`config.mk`:
```
export PLATFORM = sky130hd
export DESIGN_NAME = wbis_queue
export DESIGN_NICKNAME = d
export VERILOG_FILES = /design/src/wbis_pkg.sv /design/src/wbis_queue.sv
export SDC_FILE = /design/constraint.sdc
export NUM_CORES = 1
export LEC_CHECK = 0
export ABC_AREA = 1
export BUFFER_PORTS_ARGS = -buffer_cell sky130_fd_sc_hd__buf_4
export CORE_MARGIN = 4
export CORE_UTILIZATION = 47
export DETAILED_ROUTE_END_ITERATION = 16
export GPL_TIMING_DRIVEN = 0
export PLACE_DENSITY_LB_ADDON = 0.05
export SLEW_MARGIN = 20
export SYNTH_ARGS = -nofsm -noshare
export SYNTH_HDL_FRONTEND = slang
export SYNTH_SLANG_ARGS = --single-unit
```
`constraint.sdc`:
```
create_clock -name aclk -period 11.7 [get_ports aclk]
set_clock_uncertainty 0.05 [all_clocks]
set_input_delay 0.585 -clock aclk [delete_from_list [all_inputs] [get_ports aclk]]
set_output_delay 0.585 -clock aclk [all_outputs]
set_load 0.01 [all_outputs]
```
`src/wbis_pkg.sv`:
```
// ----------------------------------------------------------------------------
// wbis_pkg
// types and constants of the weighted bilinear image shift
// ----------------------------------------------------------------------------
package wbis_pkg;

    localparam int unsigned ONE_Q16     = 65536;
    localparam int unsigned MAX_HEIGHT  = 4096;
    localparam int unsigned QUEUE_DEPTH = 2;
    localparam int unsigned NUM_W       = 60;   // numerator accumulator
    localparam int unsigned MAG_W       = 58;   // numerator magnitude / quotient

    // configuration register indexes
    localparam logic [2:0] REG_IMAGE_WIDTH  = 3'd0;
    localparam logic [2:0] REG_IMAGE_HEIGHT = 3'd1;
    localparam logic [2:0] REG_FRAC_X       = 3'd2;
    localparam logic [2:0] REG_FRAC_Y       = 3'd3;
    localparam logic [2:0] REG_OFFSET_X     = 3'd4;
    localparam logic [2:0] REG_OFFSET_Y     = 3'd5;

    typedef struct packed {
        logic signed [31:0] pixel_value;
        logic signed [23:0] pixel_weight;
        logic               start_of_frame;
    } wbis_in_t;

    typedef struct packed {
        logic signed [31:0] out_value;
        logic signed [23:0] out_weight;
        logic        [12:0] out_col;
        logic        [12:0] out_row;
        logic               last_of_frame;
    } wbis_out_t;

    // one neighbourhood: 0 upper-left, 1 upper-right, 2 lower-left, 3 lower-right
    typedef struct packed {
        logic [3:0][23:0] wt;
        logic [3:0][31:0] val;
        logic      [12:0] col;
        logic      [12:0] row;
        logic             last;
    } wbis_job_t;

    typedef struct packed {
        logic full;
        logic empty;
    } wbis_qstat_t;

    typedef enum logic [1:0] {
        F_IDLE,
        F_READ,
        F_PUSH
    } wbis_front_state_t;

    typedef enum logic [3:0] {
        B_IDLE,
        B_AREA,
        B_WV,
        B_AW,
        B_ATL,
        B_ATH,
        B_FIN,
        B_DIV,
        B_OUT
    } wbis_back_state_t;

endpackage

```
`src/wbis_queue.sv`:
```
// ----------------------------------------------------------------------------
// wbis_queue
// short job queue between front and back
// ----------------------------------------------------------------------------
module wbis_queue import wbis_pkg::*; (
    input  logic        aclk,
    input  logic        aresetn,
    input  logic        push,
    input  wbis_job_t   push_data,
    input  logic        pop,
    output wbis_job_t   head,
    output wbis_qstat_t stat
);

    localparam int PW = $clog2(QUEUE_DEPTH);

    wbis_job_t       slot [QUEUE_DEPTH];
    logic [PW-1:0]   wr_ptr_reg, rd_ptr_reg;
    logic [PW:0]     count_reg;

    assign stat.full  = (count_reg == (PW + 1)'(QUEUE_DEPTH));
    assign stat.empty = (count_reg == '0);
    assign head       = slot[rd_ptr_reg];

    always_ff @(posedge aclk) begin
        if (!aresetn) begin
            wr_ptr_reg <= '0;
            rd_ptr_reg <= '0;
            count_reg  <= '0;
        end else begin
            if (push) wr_ptr_reg <= wr_ptr_reg + PW'(1);
            if (pop)  rd_ptr_reg <= rd_ptr_reg + PW'(1);
            if (push && !pop) begin
                count_reg <= count_reg + (PW + 1)'(1);
            end else if (pop && !push) begin
                count_reg <= count_reg - (PW + 1)'(1);
            end
        end
    end

    always_ff @(posedge aclk) begin
        if (push) slot[wr_ptr_reg] <= push_data;
    end

endmodule

```
# Yosys cells after proc, flatten, opt, wreduce, memory -nomap -nowiden
# Memory sizes are Yosys's and may differ from the RTL's. A register that Yosys moved wholly into a read port is not among the register bits.
# Index checks and enable logic that the tools add are counted.
op_classes:
  n_addsub: 4
  eq_ne: 1
  n_mux: 6
  n_reduce_logical: 6
ops:
  columns: ["op", "count"]
  rows:
  - ["$mux W1", 4]
  - ["$mux W2", 2]
  - ["$add A1 B1 Y1 const B", 2]
  - ["$add A2 B1 Y2 const B", 1]
  - ["$eq A2 B2 Y1 const B", 1]
  - ["$logic_and A1 B1 Y1", 2]
  - ["$logic_not A1 Y1", 2]
  - ["$logic_not A2 Y1", 1]
  - ["$reduce_bool A2 Y1", 1]
  - ["$sub A2 B1 Y2 const B", 1]
totals:
  register_bits: 4
  ramBits: 502
  input_bits: 255
  out_inout_bits: 253
  word_cells: 21
  mem_count: 1
mem_list:
  columns: ["memory", "depth", "width", "read_ports", "rd_ports_with_merged_regs", "write_ports", "line", "rtl"]
  rows:
  - ["slot", 2, 251, 1, 1, 1, "wbis_queue.sv:17", "wbis_job_t slot [QUEUE_DEPTH];"]

# Longest topological paths before layout
depth:
  depth_word: 4
  depth_mapped: 8
  depth_no_buf: 8

# Worst setup path before layout
# Ideal clock, no wire load.
synth_path:
  kind: "input to register"
  from: "in push"
  to: "mem slot[0][0] (netlist name) (enable)"
  arrival_time_ps: 11110
  required_ps: 10775
  setup_slack_ps: -335
  stages: 2
  n_path_buf: 0
  cell_sequence: "inv_1 -> nor2_1"
synth_via:
  elab_chain_cells: 2
synth_rtl:
  columns: ["element", "line", "rtl"]
  rows:
  - ["start, declared", "wbis_queue.sv:8", "input logic push,"]
  - ["$mux W1", "wbis_queue.sv:42", "if (push) slot[wr_ptr_reg] <= push_data;"]
  - ["$mux W1 (not written as such)", "wbis_queue.sv:42", null]
  - ["end, declared", "wbis_queue.sv:17", null]
# No other way between the ends.

==> implementation parameters <==
Parameter                              Value

Cells and area
  Filler-free cell count of the finished design    between 1,500 and 2,000
  Final non-filler cell area    0.0255 mm2
  Synthesis-to-finish area growth    33.4%
  Final Net Count    approximately 1,600
  Core Util, Final    between 60 and 70%
  Total area of sequential cells    about 0.015 mm2
  Max FFs per register    roughly 500
  Total area of multi-input combinational cells    0.00364 mm2
  Filler cell count    between 2,000 and 3,000
  Ratio of cells with drive above 1 in the final layout    about three fifths

Clocking
  TritonCTS clock tree    built
  Sink Count    507
  Post-cts repair resize count    0
  Deepest level of the CTS H-tree    2
  Post-CTS Hold Fix Bufs    0
  Cts bufs inserted    between 50 and 60
  Maximum count of clock buffers along a single path    3
  Setup bufs post-CTS    0
  Clock latency on the worst-skew pair    around 0.57 ns
  Clock-pin slew reported for the worst setup and hold paths after clock tree synthesis    about 0.06 ns
  Root cell of the clock tree    sky130_fd_sc_hd__clkbuf_16

Detailed routing
  Final antenna-violating net count    0
  Number of vias in the routed layout    approximately 9,600
  Ratio of routed vias to standard cells    about 4.9
  Number of DRC markers after the initial detailed-route iteration    ~420
  Count of TritonRoute iterations in the first routing pass    4
  Post-detailed-routing wire length    around 44 mm
  Wire length per cell    ~22 um
  DR DRC count    0

Worst setup path
  Endpoint kind of the worst setup timing path    output port
  Req. time, crit path    11.07 ns
  CP startpoint kind    register
  Kind of critical path    register to output port
  Endpoint arrival time on the critical path    around 2.0 ns
  Max Fanout on Critical Path    10

Logic synthesis
  Synthesized net count    approximately 1,100
  Most used flip-flop cell after synthesis    sky130_fd_sc_hd__edfxtp_1
  Most area-consuming cells after synthesis    sky130_fd_sc_hd__edfxtp_1 79%, sky130_fd_sc_hd__mux2_4 15%, sky130_fd_sc_hd__mux2_2 3.6%, sky130_fd_sc_hd__buf_6 1.3%, sky130_fd_sc_hd__dfxtp_1 0.52%
  Top-count cell post-synth    sky130_fd_sc_hd__edfxtp_1
  Sequential-to-total area share from yosys stat    between 70% and 80%
  Post-Synthesis Cells    between 800 and 900
  Mean Syn Cell Area    23.4 um2
  Post-synthesis async set-or-reset flop share    0%
  YS warnings    0
  Number of register bits inferred by synthesis    roughly 500
  Largest area contributor in the synthesized netlist    sky130_fd_sc_hd__edfxtp_1
  Count of distinct cell types in the synthesized netlist    14
  Number of enable-type register cells in the synthesized netlist    around 500
  Area share of the largest cell type after synthesis    78.8%
  Post-synth top cells    502 x sky130_fd_sc_hd__edfxtp_1, 190 x sky130_fd_sc_hd__mux2_4, 61 x sky130_fd_sc_hd__mux2_2, 22 x sky130_fd_sc_hd__buf_6, 9 x sky130_fd_sc_hd__nor2_1
  Cell area after technology mapping    about 0.019 mm2

Run status
  Result of the run    complete, no violations

Floorplanning
  Io pins    508
  Row count    73
  Vertical die dimension    210 um
  Total Die Area    between 0.04 and 0.05 mm2
  Initial core utilization    between 40 and 50%
  Area of the core    around 0.040 mm2
  Die Width    between 200 and 250 um

GRT
  Wire length of the first global-routing pass    between 60 and 70 mm
  Leftover overflow at the end of global routing    0
  Largest net degree at the start of global routing    98
  Antenna violations before repair    13
  Via count of the first global-routing pass    between 10,000 and 15,000
  Total GRT Usage    19.1%

STA
  Share of the cycle needed by the critical path after routing    between 20 and 25%
  Post-Route Hold Slack    0.141 ns
  Setup slack after layout    between 9 and 10 ns
  Count of endpoints failing hold in the final timing report    0
  Transition at the pin with the smallest max-transition slack    between 0.6 and 0.7 ns
  Max-slew violation count    0
  Tightest slew margin relative to the limit    55.7%
  Post-Route Setup TNS    0 ns
  Final critical delay including setup and external delays    2.61 ns
  Count of final setup violators    0
  Unrepaired setup endpoints after global routing    no
  Fmax    ~0.38 GHz

Placed design
  HPWL after detailed placement    between 30 and 40 mm
  Cell Count Post-Placement    approximately 1,900
  Area post-placement    about 0.024 mm2
  Final Wtd Congestion    about 0.75
  Place WS    9.10 ns
  Count of port buffers added during placement    slightly above 500

Hold path
  Class of the most critical hold timing path    input pin to register

Flow run
  Count of max-cap constraint violations    0

Power
  Leakage    between 10 and 15 nW
  Total power draw    just over 4 mW
  Worst voltage drop across the vdd grid    about 0.00012 V
  Power Density    between 150 and 200 mW/mm2
-- report_power, final --
group | switching, mW | internal (mW) | total (mW) | leakage [nW]
sequential | 0.0214 | 2.11 | 2.13 | 4.75
combinational | 0.229 | 0.287 | 0.516 | 4.51
clock | 0.640 | 0.853 | 1.49 | 0.751
-- routing by layer --
metal	vias to the layer above	share of wire, %	global-route usage (%)
met1	4717	35	20.4
li1	4404	-	-
met5	-	0.12	0
met2	360	50	32.2
met3	92	11	9.25
met4	8	4.0	8.78
-- cell type report --
class / count / area share [%]
clock buffer: 68 / 5.46
multi-input combinational: 273 / 14.3
sequential: 507 / 59.5
clock inverter: 27 / 0.559
timing repair buffer: 522 / 16.3
inverter: 8 / 0.147
buffer: 28 / 1.09
tap: 525 / 2.57
antenna: 9 / 0.0883
-- logic make-up (layout without fill, tap and decap cells) --
group                    Yosys count  after routing  share of synthesized area [%]
flip-flops                       507            507                           79.4
multiplexers                     251            251                           18.5
AO/OA/AOI/OAI                      2              2                         0.0523
adder cells (fa/ha/maj)            1              1                         0.0654
buffers and inverters             36            653                           1.61
AND/OR/NAND/NOR                   19             19                          0.393
other                              0              9                              0
-- final timing paths --
| path | startpoint | endpoint | slack, ns | cells past startpoint |
|---|---|---|---|---|
| setup / recovery | register | head[50] | 9.09 | 5 |
| hold / removal | push_data[120] | slot[0][120] | 0.14 | 1 |
| setup reg to reg | wr_ptr_reg | slot[0][169] | 9.54 | 6 |
| hold reg to reg | rd_ptr_reg | register | 0.44 | 2 |
-- worst max-delay path, stage by stage, from the launching register on --
cell and delay [ns]:
sky130_fd_sc_hd__dfxtp_1 0.32, sky130_fd_sc_hd__buf_6 0.15, sky130_fd_sc_hd__buf_6 0.22, sky130_fd_sc_hd__buf_6 0.22, sky130_fd_sc_hd__mux2_4 0.32, sky130_fd_sc_hd__buf_4 0.16
-- cell usage in the layout (no fill, tap or decap), drive strengths merged --
cell type | Yosys | layout
diode | 0 | 9
nor2 | 9 | 9
nand3 | 1 | 1
o21ai | 1 | 1
mux2 | 251 | 251
buf | 28 | 550
bufinv | 0 | 1
edfxtp | 502 | 502
clkbuf | 0 | 68
clkinvlp | 0 | 1
nand2 | 8 | 8
a21oi | 1 | 1
inv | 8 | 8
clkinv | 0 | 25
ha | 1 | 1
nand4 | 1 | 1
dfxtp | 5 | 5
(Power assumes the default switching activity.)
