[src/wbis_pkg.sv]
// ----------------------------------------------------------------------------
// wbis_pkg
// types and constants of the weighted bilinear image shift
// ----------------------------------------------------------------------------
package wbis_pkg;

    localparam int unsigned ONE_Q16     = 65536;
    localparam int unsigned MAX_HEIGHT  = 4096;
    localparam int unsigned QUEUE_DEPTH = 2;
    localparam int unsigned NUM_W       = 60;   // numerator accumulator
    localparam int unsigned MAG_W       = 58;   // numerator magnitude / quotient

    // configuration register indexes
    localparam logic [2:0] REG_IMAGE_WIDTH  = 3'd0;
    localparam logic [2:0] REG_IMAGE_HEIGHT = 3'd1;
    localparam logic [2:0] REG_FRAC_X       = 3'd2;
    localparam logic [2:0] REG_FRAC_Y       = 3'd3;
    localparam logic [2:0] REG_OFFSET_X     = 3'd4;
    localparam logic [2:0] REG_OFFSET_Y     = 3'd5;

    typedef struct packed {
        logic signed [31:0] pixel_value;
        logic signed [23:0] pixel_weight;
        logic               start_of_frame;
    } wbis_in_t;

    typedef struct packed {
        logic signed [31:0] out_value;
        logic signed [23:0] out_weight;
        logic        [12:0] out_col;
        logic        [12:0] out_row;
        logic               last_of_frame;
    } wbis_out_t;

    // one neighbourhood: 0 upper-left, 1 upper-right, 2 lower-left, 3 lower-right
    typedef struct packed {
        logic [3:0][23:0] wt;
        logic [3:0][31:0] val;
        logic      [12:0] col;
        logic      [12:0] row;
        logic             last;
    } wbis_job_t;

    typedef struct packed {
        logic full;
        logic empty;
    } wbis_qstat_t;

    typedef enum logic [1:0] {
        F_IDLE,
        F_READ,
        F_PUSH
    } wbis_front_state_t;

    typedef enum logic [3:0] {
        B_IDLE,
        B_AREA,
        B_WV,
        B_AW,
        B_ATL,
        B_ATH,
        B_FIN,
        B_DIV,
        B_OUT
    } wbis_back_state_t;

endpackage

[src/wbis_back.sv]
// ----------------------------------------------------------------------------
// wbis_back
// area weighting on one shared multiplier, then, for a positive weight, a bit-serial divide
// ----------------------------------------------------------------------------
module wbis_back import wbis_pkg::*; (
    input  logic        aclk,
    input  logic        aresetn,
    input  logic [16:0] frac_x,
    input  logic [16:0] frac_y,
    input  wbis_job_t   head,
    input  wbis_qstat_t q_stat,
    output logic        q_pop,
    output logic        m_valid,
    input  logic        m_ready,
    output wbis_out_t   m_payload
);

    wbis_back_state_t state_reg, state_next;

    wbis_job_t                 job_reg;
    logic        [1:0]         k_reg;
    logic                      half_reg;
    logic        [16:0]        area_reg [4];
    logic signed [39:0]        t_reg [4];
    logic signed [43:0]        wsum_reg;
    logic signed [NUM_W-1:0]   num_reg;
    logic signed [23:0]        ow_reg;
    logic                      neg_reg;
    logic        [MAG_W-1:0]   quo_reg;
    logic        [22:0]        rem_reg;
    logic        [5:0]         cnt_reg;
    logic signed [65:0]        prod_reg;
    logic                      m_valid_reg;
    wbis_out_t                 out_reg;

    logic        [16:0]        fx, fy, nfx, nfy;
    logic signed [32:0]        op_a, op_b;
    logic                      step_last, out_free;
    logic signed [56:0]        wv_sum;
    logic signed [43:0]        ws_rnd;
    logic signed [23:0]        ow_calc;
    logic signed [NUM_W-1:0]   prod_ext, num_abs;
    logic        [23:0]        rem_sh;
    logic                      ge;
    logic signed [31:0]        val_calc;
    logic        [33:0]        area_sum;

    assign fx  = (frac_x > 17'(ONE_Q16)) ? 17'(ONE_Q16) : frac_x;
    assign fy  = (frac_y > 17'(ONE_Q16)) ? 17'(ONE_Q16) : frac_y;
    assign nfx = 17'(ONE_Q16) - fx;
    assign nfy = 17'(ONE_Q16) - fy;

    assign step_last = half_reg && (k_reg == 2'd3);
    assign out_free  = !m_valid_reg || m_ready;

    // shared multiplier operands
    always_comb begin
        op_a = '0;
        op_b = '0;
        case (state_reg)
            B_AREA: begin
                op_a = {16'd0, k_reg[0] ? fx : nfx};
                op_b = {16'd0, k_reg[1] ? fy : nfy};
            end
            B_WV: begin
                op_a = 33'(signed'(job_reg.wt[k_reg]));
                op_b = 33'(signed'(job_reg.val[k_reg]));
            end
            B_AW: begin
                op_a = {16'd0, area_reg[k_reg]};
                op_b = 33'(signed'(job_reg.wt[k_reg]));
            end
            B_ATL: begin
                op_a = {16'd0, area_reg[k_reg]};
                op_b = {13'd0, t_reg[k_reg][19:0]};
            end
            B_ATH: begin
                op_a = {16'd0, area_reg[k_reg]};
                op_b = 33'(signed'(t_reg[k_reg][39:20]));
            end
            default: ;
        endcase
    end

    // rounding, saturation and divide step
    always_comb begin
        area_sum = prod_reg[33:0] + 34'd32768;
        wv_sum   = prod_reg[55:0] + 57'sd32768;
        prod_ext = prod_reg[NUM_W-1:0];
        ws_rnd   = (wsum_reg + 44'sd32768) >>> 16;
        if (ws_rnd > 44'sd8388607) begin
            ow_calc = 24'sh7FFFFF;
        end else if (ws_rnd < -44'sd8388608) begin
            ow_calc = 24'sh800000;
        end else begin
            ow_calc = ws_rnd[23:0];
        end
        num_abs = num_reg[NUM_W-1] ? -num_reg : num_reg;
        rem_sh  = {rem_reg, quo_reg[MAG_W-1]};
        ge      = rem_sh >= {1'b0, ow_reg[22:0]};
        if (ow_reg <= 24'sd0) begin
            val_calc = '0;
        end else if (!neg_reg) begin
            val_calc = (quo_reg > MAG_W'(32'h7FFF_FFFF)) ? 32'sh7FFF_FFFF : quo_reg[31:0];
        end else begin
            val_calc = (quo_reg > MAG_W'(33'h8000_0000)) ? 32'sh8000_0000
                                                          : -quo_reg[31:0];
        end
    end

    // next state
    always_comb begin
        state_next = state_reg;
        case (state_reg)
            B_IDLE:  if (!q_stat.empty) state_next = B_AREA;
            B_AREA:  if (step_last) state_next = B_WV;
            B_WV:    if (step_last) state_next = B_AW;
            B_AW:    if (step_last) state_next = B_ATL;
            B_ATL:   if (step_last) state_next = B_ATH;
            B_ATH:   if (step_last) state_next = B_FIN;
            B_FIN:   state_next = (ow_calc > 24'sd0) ? B_DIV : B_OUT;
            B_DIV:   if (cnt_reg == '0) state_next = B_OUT;
            B_OUT:   if (out_free) state_next = B_IDLE;
            default: state_next = B_IDLE;
        endcase
    end

    // outputs
    always_comb begin
        q_pop = 1'b0;
        case (state_reg)
            B_IDLE:  q_pop = !q_stat.empty;
            default: ;
        endcase
    end

    assign m_valid   = m_valid_reg;
    assign m_payload = out_reg;

    always_ff @(posedge aclk) begin
        if (!aresetn) begin
            state_reg   <= B_IDLE;
            m_valid_reg <= 1'b0;
        end else begin
            state_reg <= state_next;
            if (state_reg == B_OUT && out_free) begin
                m_valid_reg <= 1'b1;
            end else if (m_ready) begin
                m_valid_reg <= 1'b0;
            end
        end
    end

    always_ff @(posedge aclk) begin
        prod_reg <= op_a * op_b;
        case (state_reg)
            B_IDLE: begin
                job_reg  <= head;
                k_reg    <= '0;
                half_reg <= 1'b0;
                wsum_reg <= '0;
                num_reg  <= '0;
            end
            B_AREA, B_WV, B_AW, B_ATL, B_ATH: begin
                half_reg <= !half_reg;
                if (half_reg) begin
                    k_reg <= k_reg + 2'd1;
                    case (state_reg)
                        B_AREA:  area_reg[k_reg] <= area_sum[32:16];
                        B_WV:    t_reg[k_reg]    <= wv_sum[55:16];
                        B_AW:    wsum_reg        <= wsum_reg + prod_reg[43:0];
                        B_ATL:   num_reg         <= num_reg + prod_ext;
                        default: num_reg         <= num_reg + (prod_ext <<< 20);
                    endcase
                end
            end
            B_FIN: begin
                ow_reg  <= ow_calc;
                neg_reg <= num_reg[NUM_W-1];
                quo_reg <= num_abs[MAG_W-1:0];
                rem_reg <= '0;
                cnt_reg <= 6'(MAG_W - 1);
            end
            B_DIV: begin
                rem_reg <= ge ? 23'(rem_sh - {1'b0, ow_reg[22:0]}) : rem_sh[22:0];
                quo_reg <= {quo_reg[MAG_W-2:0], ge};
                cnt_reg <= cnt_reg - 6'd1;
            end
            B_OUT: begin
                if (out_free) begin
                    out_reg.out_value     <= val_calc;
                    out_reg.out_weight    <= ow_reg;
                    out_reg.out_col       <= job_reg.col;
                    out_reg.out_row       <= job_reg.row;
                    out_reg.last_of_frame <= job_reg.last;
                end
            end
            default: ;
        endcase
    end

endmodule

[config.mk]
export PLATFORM = sky130hd
export DESIGN_NAME = wbis_back
export DESIGN_NICKNAME = d
export VERILOG_FILES = /design/src/wbis_pkg.sv /design/src/wbis_back.sv
export SDC_FILE = /design/constraint.sdc
export NUM_CORES = 2
export LEC_CHECK = 0
export BUFFER_PORTS_ARGS = -buffer_cell sky130_fd_sc_hd__buf_4
export CAP_MARGIN = 25
export CORE_ASPECT_RATIO = 1.25
export CORE_UTILIZATION = 50
export DETAILED_ROUTE_END_ITERATION = 6
export GPL_ROUTABILITY_DRIVEN = 0
export MAX_ROUTING_LAYER = met4
export PLACE_DENSITY = 0.67
export REMOVE_ABC_BUFFERS = 1
export SLEW_MARGIN = 20
export SYNTH_ARGS = -nofsm -noshare
export SYNTH_HDL_FRONTEND = slang
export SYNTH_SLANG_ARGS = --single-unit
[constraint.sdc]
create_clock -name aclk -period 66.9 [get_ports aclk]
set_input_delay 3.345 -clock aclk [delete_from_list [all_inputs] [get_ports aclk]]
set_output_delay 3.345 -clock aclk [all_outputs]
set_load 0.01 [all_outputs]
---- After elaboration in Yosys (flattened, before gate mapping) ----
Memory sizes are Yosys's and may differ from the RTL's. A register that Yosys moved wholly into a read port is not among the register bits.
Index checks and enable logic that the tools add are counted.
Widths: inputs -> output; s select.
storage, ports and cells
  bits in registers ....................... 618
  bits in writable memories ............... 228
  output and inout port bits .............. 85
  word-level logic and storage cells ...... 145
  memories kept ........................... 2
memories
  name      depth  bits a word  read ports  clocked after Yosys merged registers in  wr ports  line             RTL
  t_reg     4      40           1           1                                        1         wbis_back.sv:24  logic signed [39:0] t_reg [4];
  area_reg  4      17           1           1                                        1         wbis_back.sv:23  logic [16:0] area_reg [4];
cells by class
  add/sub/neg operators ................... 13
  multiply operators ...................... 1
  magnitude comparators ................... 10
  equality and inequality tests ........... 20
  multiplexer cells ....................... 52
  reductions and logical operators ........ 19
operators with widths
  kind                    number
  $pmux 60 s2             2
  $pmux 33 s5             1
  $mux 32                 4
  $add 60x60->60          2
  $pmux 58 s2             1
  $pmux 33 s3             1
  $mux 44                 2
  $pmux 44 s2             1
  $mux 24                 3
  $mux 17                 4
  $bmux 32 s2             1
  $mul 33x33->60          1
  $mux 60                 1
  $gt 58x31->1 const B    1
  $gt 58x32->1 const B    1
  $mux 58                 1
  $neg 58->58             1
  $add 56x16->56 const B  1
  $bmux 24 s2             1
  $pmux 23 s2             1
  $add 44x17->44 const B  1
  $add 44x44->44          1
  $mux 4                  9
  $pmux 4 s9              1
  36 further kinds        72

---- Logic depth before layout (Yosys ltp) ----
  depth after elaboration ................. 7
  depth in mapped cells ................... 39

---- Worst setup path after synthesis ----
OpenSTA, ideal clock, no wires.
  path type ............................... reg-to-output
  from .................................... reg state_reg[3]
  to ...................................... out q_pop
  arrival time ............................ 25.837 ns
  data required time ...................... 63.555 ns
  path slack .............................. 37.718 ns
  stages on the path, launching flop included .. 3
  path buffers ............................ 0
  path through ............................ dfxtp_1 > nor4_1 > nor2b_1
on the way
  longest elaborated chain between the ends .. 2
ends and longest elaborated chain
  what                    line              RTL
  from (decl)             wbis_back.sv:18   wbis_back_state_t state_reg, state_next;
  from (signal assigned)  wbis_back.sv:145  state_reg <= state_next;
  $logic_not 4->1         wbis_back.sv:131  case (state_reg)
  $mux 1                  wbis_back.sv:131
  to (decl)               wbis_back.sv:12   output logic q_pop,
No other way between the ends.

---- Worst setup path in the final report ----
  from .................................... in frac_y[6]
  to ...................................... reg prod_reg[55]
on the way
  longest elaborated chain between the ends .. 6
ends and longest elaborated chain
  what                  line              RTL
  from (decl)           wbis_back.sv:9    input logic [16:0] frac_y,
  $gt 17x17->1          wbis_back.sv:49   assign fy = (frac_y > 17'(ONE_Q16)) ? 17'(ONE_Q16) : frac_y;
  $mux 17 *             wbis_back.sv:49
  $sub 17x17->17        wbis_back.sv:51   assign nfy = 17'(ONE_Q16) - fy;
  $mux 17 *             wbis_back.sv:63   op_b = {16'd0, k_reg[1] ? fy : nfy};
  $pmux 33 s5 *         wbis_back.sv:60   case (state_reg)
  $mul 33x33->60 *      wbis_back.sv:155  prod_reg <= op_a * op_b;
  to (signal assigned)  wbis_back.sv:155
  to (decl)             wbis_back.sv:32   logic signed [65:0] prod_reg;
Mark *: on every way between the ends. The rest lies on a longest branch, timed or not.
A chain may end at the register's enable or synchronous reset.

==> flow_summary_export.csv <==
group,metric,value,unit
run_status,status,"finished clean",
timing,slew_headroom,0.2128,
floorplan,die_h,433.8,µm
routing,vias,55130,
final_layout,final_common_cell,"inv_1",
pwr,p_int,1.969,mW
logic_synthesis,yosys_most_used_dff,"edfxtp_1",
final_layout,syn_to_final_growth,11.06,%
job,maxCapViolations,0,
clocking,root_buffer,"clkbuf_16",
floorplan,die_w,347.5,µm
floorplan,initial_core_util,0.5031,
placed_design,dp_cells,9260,
global_routing,grt_use_met3,0.05168,
logic_synthesis,syn_avg_cell_area,10.44,µm²
global_routing,grt_max_degree,163,
pwr,p_per_area,46.64,mW/mm²
global_routing,met1_usage,0.3533,
setup_path,crit_type,"input port to register",
routing,ant_nets,0,
global_routing,antenna_found_initial,4,
timing,rsz0062_at_grt,"no",
clocking,clk_pin_slew_worst_paths,60,ps
routing,route.detailed.drc,0,
pwr,switchingPower,1.895,mW
clocking,cts_hold_buf,0,
clocking,cts_tree,"yes",
setup_path,cp_max_fo,15,
timing,hold_viol,0,
final_layout,fill_cells,12660,
logic_synthesis,syn_area,0.07459,mm²
final_layout,layoutNonFillerInstCount,9432,
clocking,cts-resized-gates,0,
timing,hold-worst-slack,418.2,ps
placed_design,dpl_cell_area,0.07983,mm²
routing,firstDrtPassIters,6,
setup_path,reg2reg_depth,32,
clocking,cts.sinks,848,
timing,period_minus_slack,14630,ps
global_routing,met2_usage,0.4813,
placed_design,pre_cts_slack,51180,ps
pwr,clock_power_share,0.131,
clocking,post_cts_buffers,0,
logic_synthesis,yosys_warnings,0,
global_routing,grt_first_pass_wirelength,329500,µm
timing,clock.fmax,68.35,MHz
setup_path,r2r_slack,54540,ps
timing,fin_tns_setup,0,ps
routing,totalWireLength,215100,µm
logic_synthesis,synth_seq_cells,848,
routing,wl_per_cell,22.81,µm
placed_design,hpwl,165900,µm
final_layout,final_cell_mix,"inv_1 (1,114), fa_1 (890), nand2_1 (787)",
timing,worst_pin_slew,1181,ps
clocking,clk_path_buf_depth,3,
setup_path,crit_slowest_cell,"fa_1",
clocking,numCtsBuffers,90,
timing,skew,66.34,ps
final_layout,layout-drive-gt1-share,0.1120,
global_routing,grt.busiest_layer,"met2",
timing,setup_viol,0,
global_routing,grt_usage,0.2979,
floorplan,die_area,0.1507,mm²
logic_synthesis,ys_async_sr_fraction,0,
floorplan,num_rows,158,
placed_design,portBuffers,373,
final_layout,largest_reg_flops,251,
final_layout,utilization,0.5587,
logic_synthesis,ys_types,88,
setup_path,end_kind,"register",
timing,drv_slew,0,
setup_path,cpMostUsedCell,"fa_1",
logic_synthesis,synth_cells,7145,
worst_hold_path,min_path_cells,0,
floorplan,pin_count,375,
logic_synthesis,seq_area_frac_synth,0.3324,
global_routing,overflow,0,
timing,finalWorstSetupSlack,52270,ps
pwr,total_power,3.864,mW
setup_path,arrival,15230,ps
clocking,cts_htree_levels,3,
pwr,ir_worst_vdd,0.04410,mV
routing,dr.first_iter.drc_count,4248,
pwr,leakagePower,36.10,nW
pwr,switching_share,0.4905,
pwr,p_seq_frac,0.241,
logic_synthesis,synth-edff-count,781,
final_layout,final_area,0.08284,mm²
global_routing,grt_pass1_vias,57070,
setup_path,cp.required,67500,ps
pwr,pwr-share-comb,0.627,
clocking,clock_latency,750,ps
setup_path,startpoint_type,"input port",
routing,via_per_inst,5.845,
floorplan,core,0.1483,mm²
setup_path,max_stage_delay,920,ps
final_layout,layout.nets,8995,
worst_hold_path,hold_class,"register to register",
timing,fin_crit_sh,0.2187,
[synth_stat cells (111+ instances only)]
library cell	count	area share
a21oi_1	318	0.021
edfxtp_1	781	0.31
xnor2_1	195	0.023
o21ai_0	276	0.019
ha_1	379	0.064
fa_1	890	0.24
xor2_1	144	0.017
clkbuf_1	258	0.013
nand2_1	788	0.040
mux4_2	111	0.034
nor2_1	626	0.032
inv_1	1114	0.056
[logic make-up after synthesis]
| logic type | after synthesis | share of synthesized area |
|---|---|---|
| muxes | 137 | 0.03709 |
| and+or+nand+nor | 1994 | 0.1200 |
| xor gates and xnor gates | 339 | 0.03981 |
| AOI/OAI and AO/OA | 1143 | 0.09655 |
| adders and majority gates | 1269 | 0.3024 |
| buffers and inverters | 1415 | 0.07171 |
| DFF | 848 | 0.3324 |
[layer usage]
metal,part of all wire,up-vias
li1,-,24520
met1,0.37,27350
met2,0.47,2594
met3,0.086,659
met4,0.067,0
met5,0,-
[layout make-up]
class | count | area (µm²) | area share
Antenna cell | 4 | 10.01 | 0.0001208
Clock buffer | 111 | 2382 | 0.02876
Clock inverter | 53 | 575.6 | 0.006948
Timing Repair Buffer | 498 | 3809 | 0.04598
Tap cell | 1920 | 2402 | 0.02900
Inverter | 1116 | 4189 | 0.05057
Multi-Input combinational cell | 4882 | 44670 | 0.5392
Sequential cell | 848 | 24800 | 0.2994
[worst max-delay path: cells and delay by family]
family	cells	cell delay, ps
adders and majority gates	9	5100
AOI/OAI and AO/OA	8	2230
and+or+nand+nor	8	2170
buffers and inverters	8	2090
xor gates and xnor gates	1	250
[power by group through the flow]
stage / clock [mW] / sequential, mW / combinational, mW
3_5_place_dp: 0 / 0.940 / 2.39
4_1_cts: 0.518 / 0.930 / 2.40
6_report: 0.507 / 0.932 / 2.42
3_3_place_gp: 0 / 0.932 / 2.34
2_1_floorplan: 0 / 0.982 / 1.66
5_1_grt: 0.534 / 0.944 / 2.68
[final timing paths]
kind                              from                      to
setup / recovery             frac_y[6]    prod_reg[55]$_DFF_P_
hold / removal    job_reg[1]$_DFFE_PP_  m_payload[1]$_DFFE_PP_
setup reg to reg    k_reg[0]$_DFFE_PP_    prod_reg[55]$_DFF_P_
hold reg to reg   job_reg[1]$_DFFE_PP_  m_payload[1]$_DFFE_PP_
(Power assumes the default switching activity.)
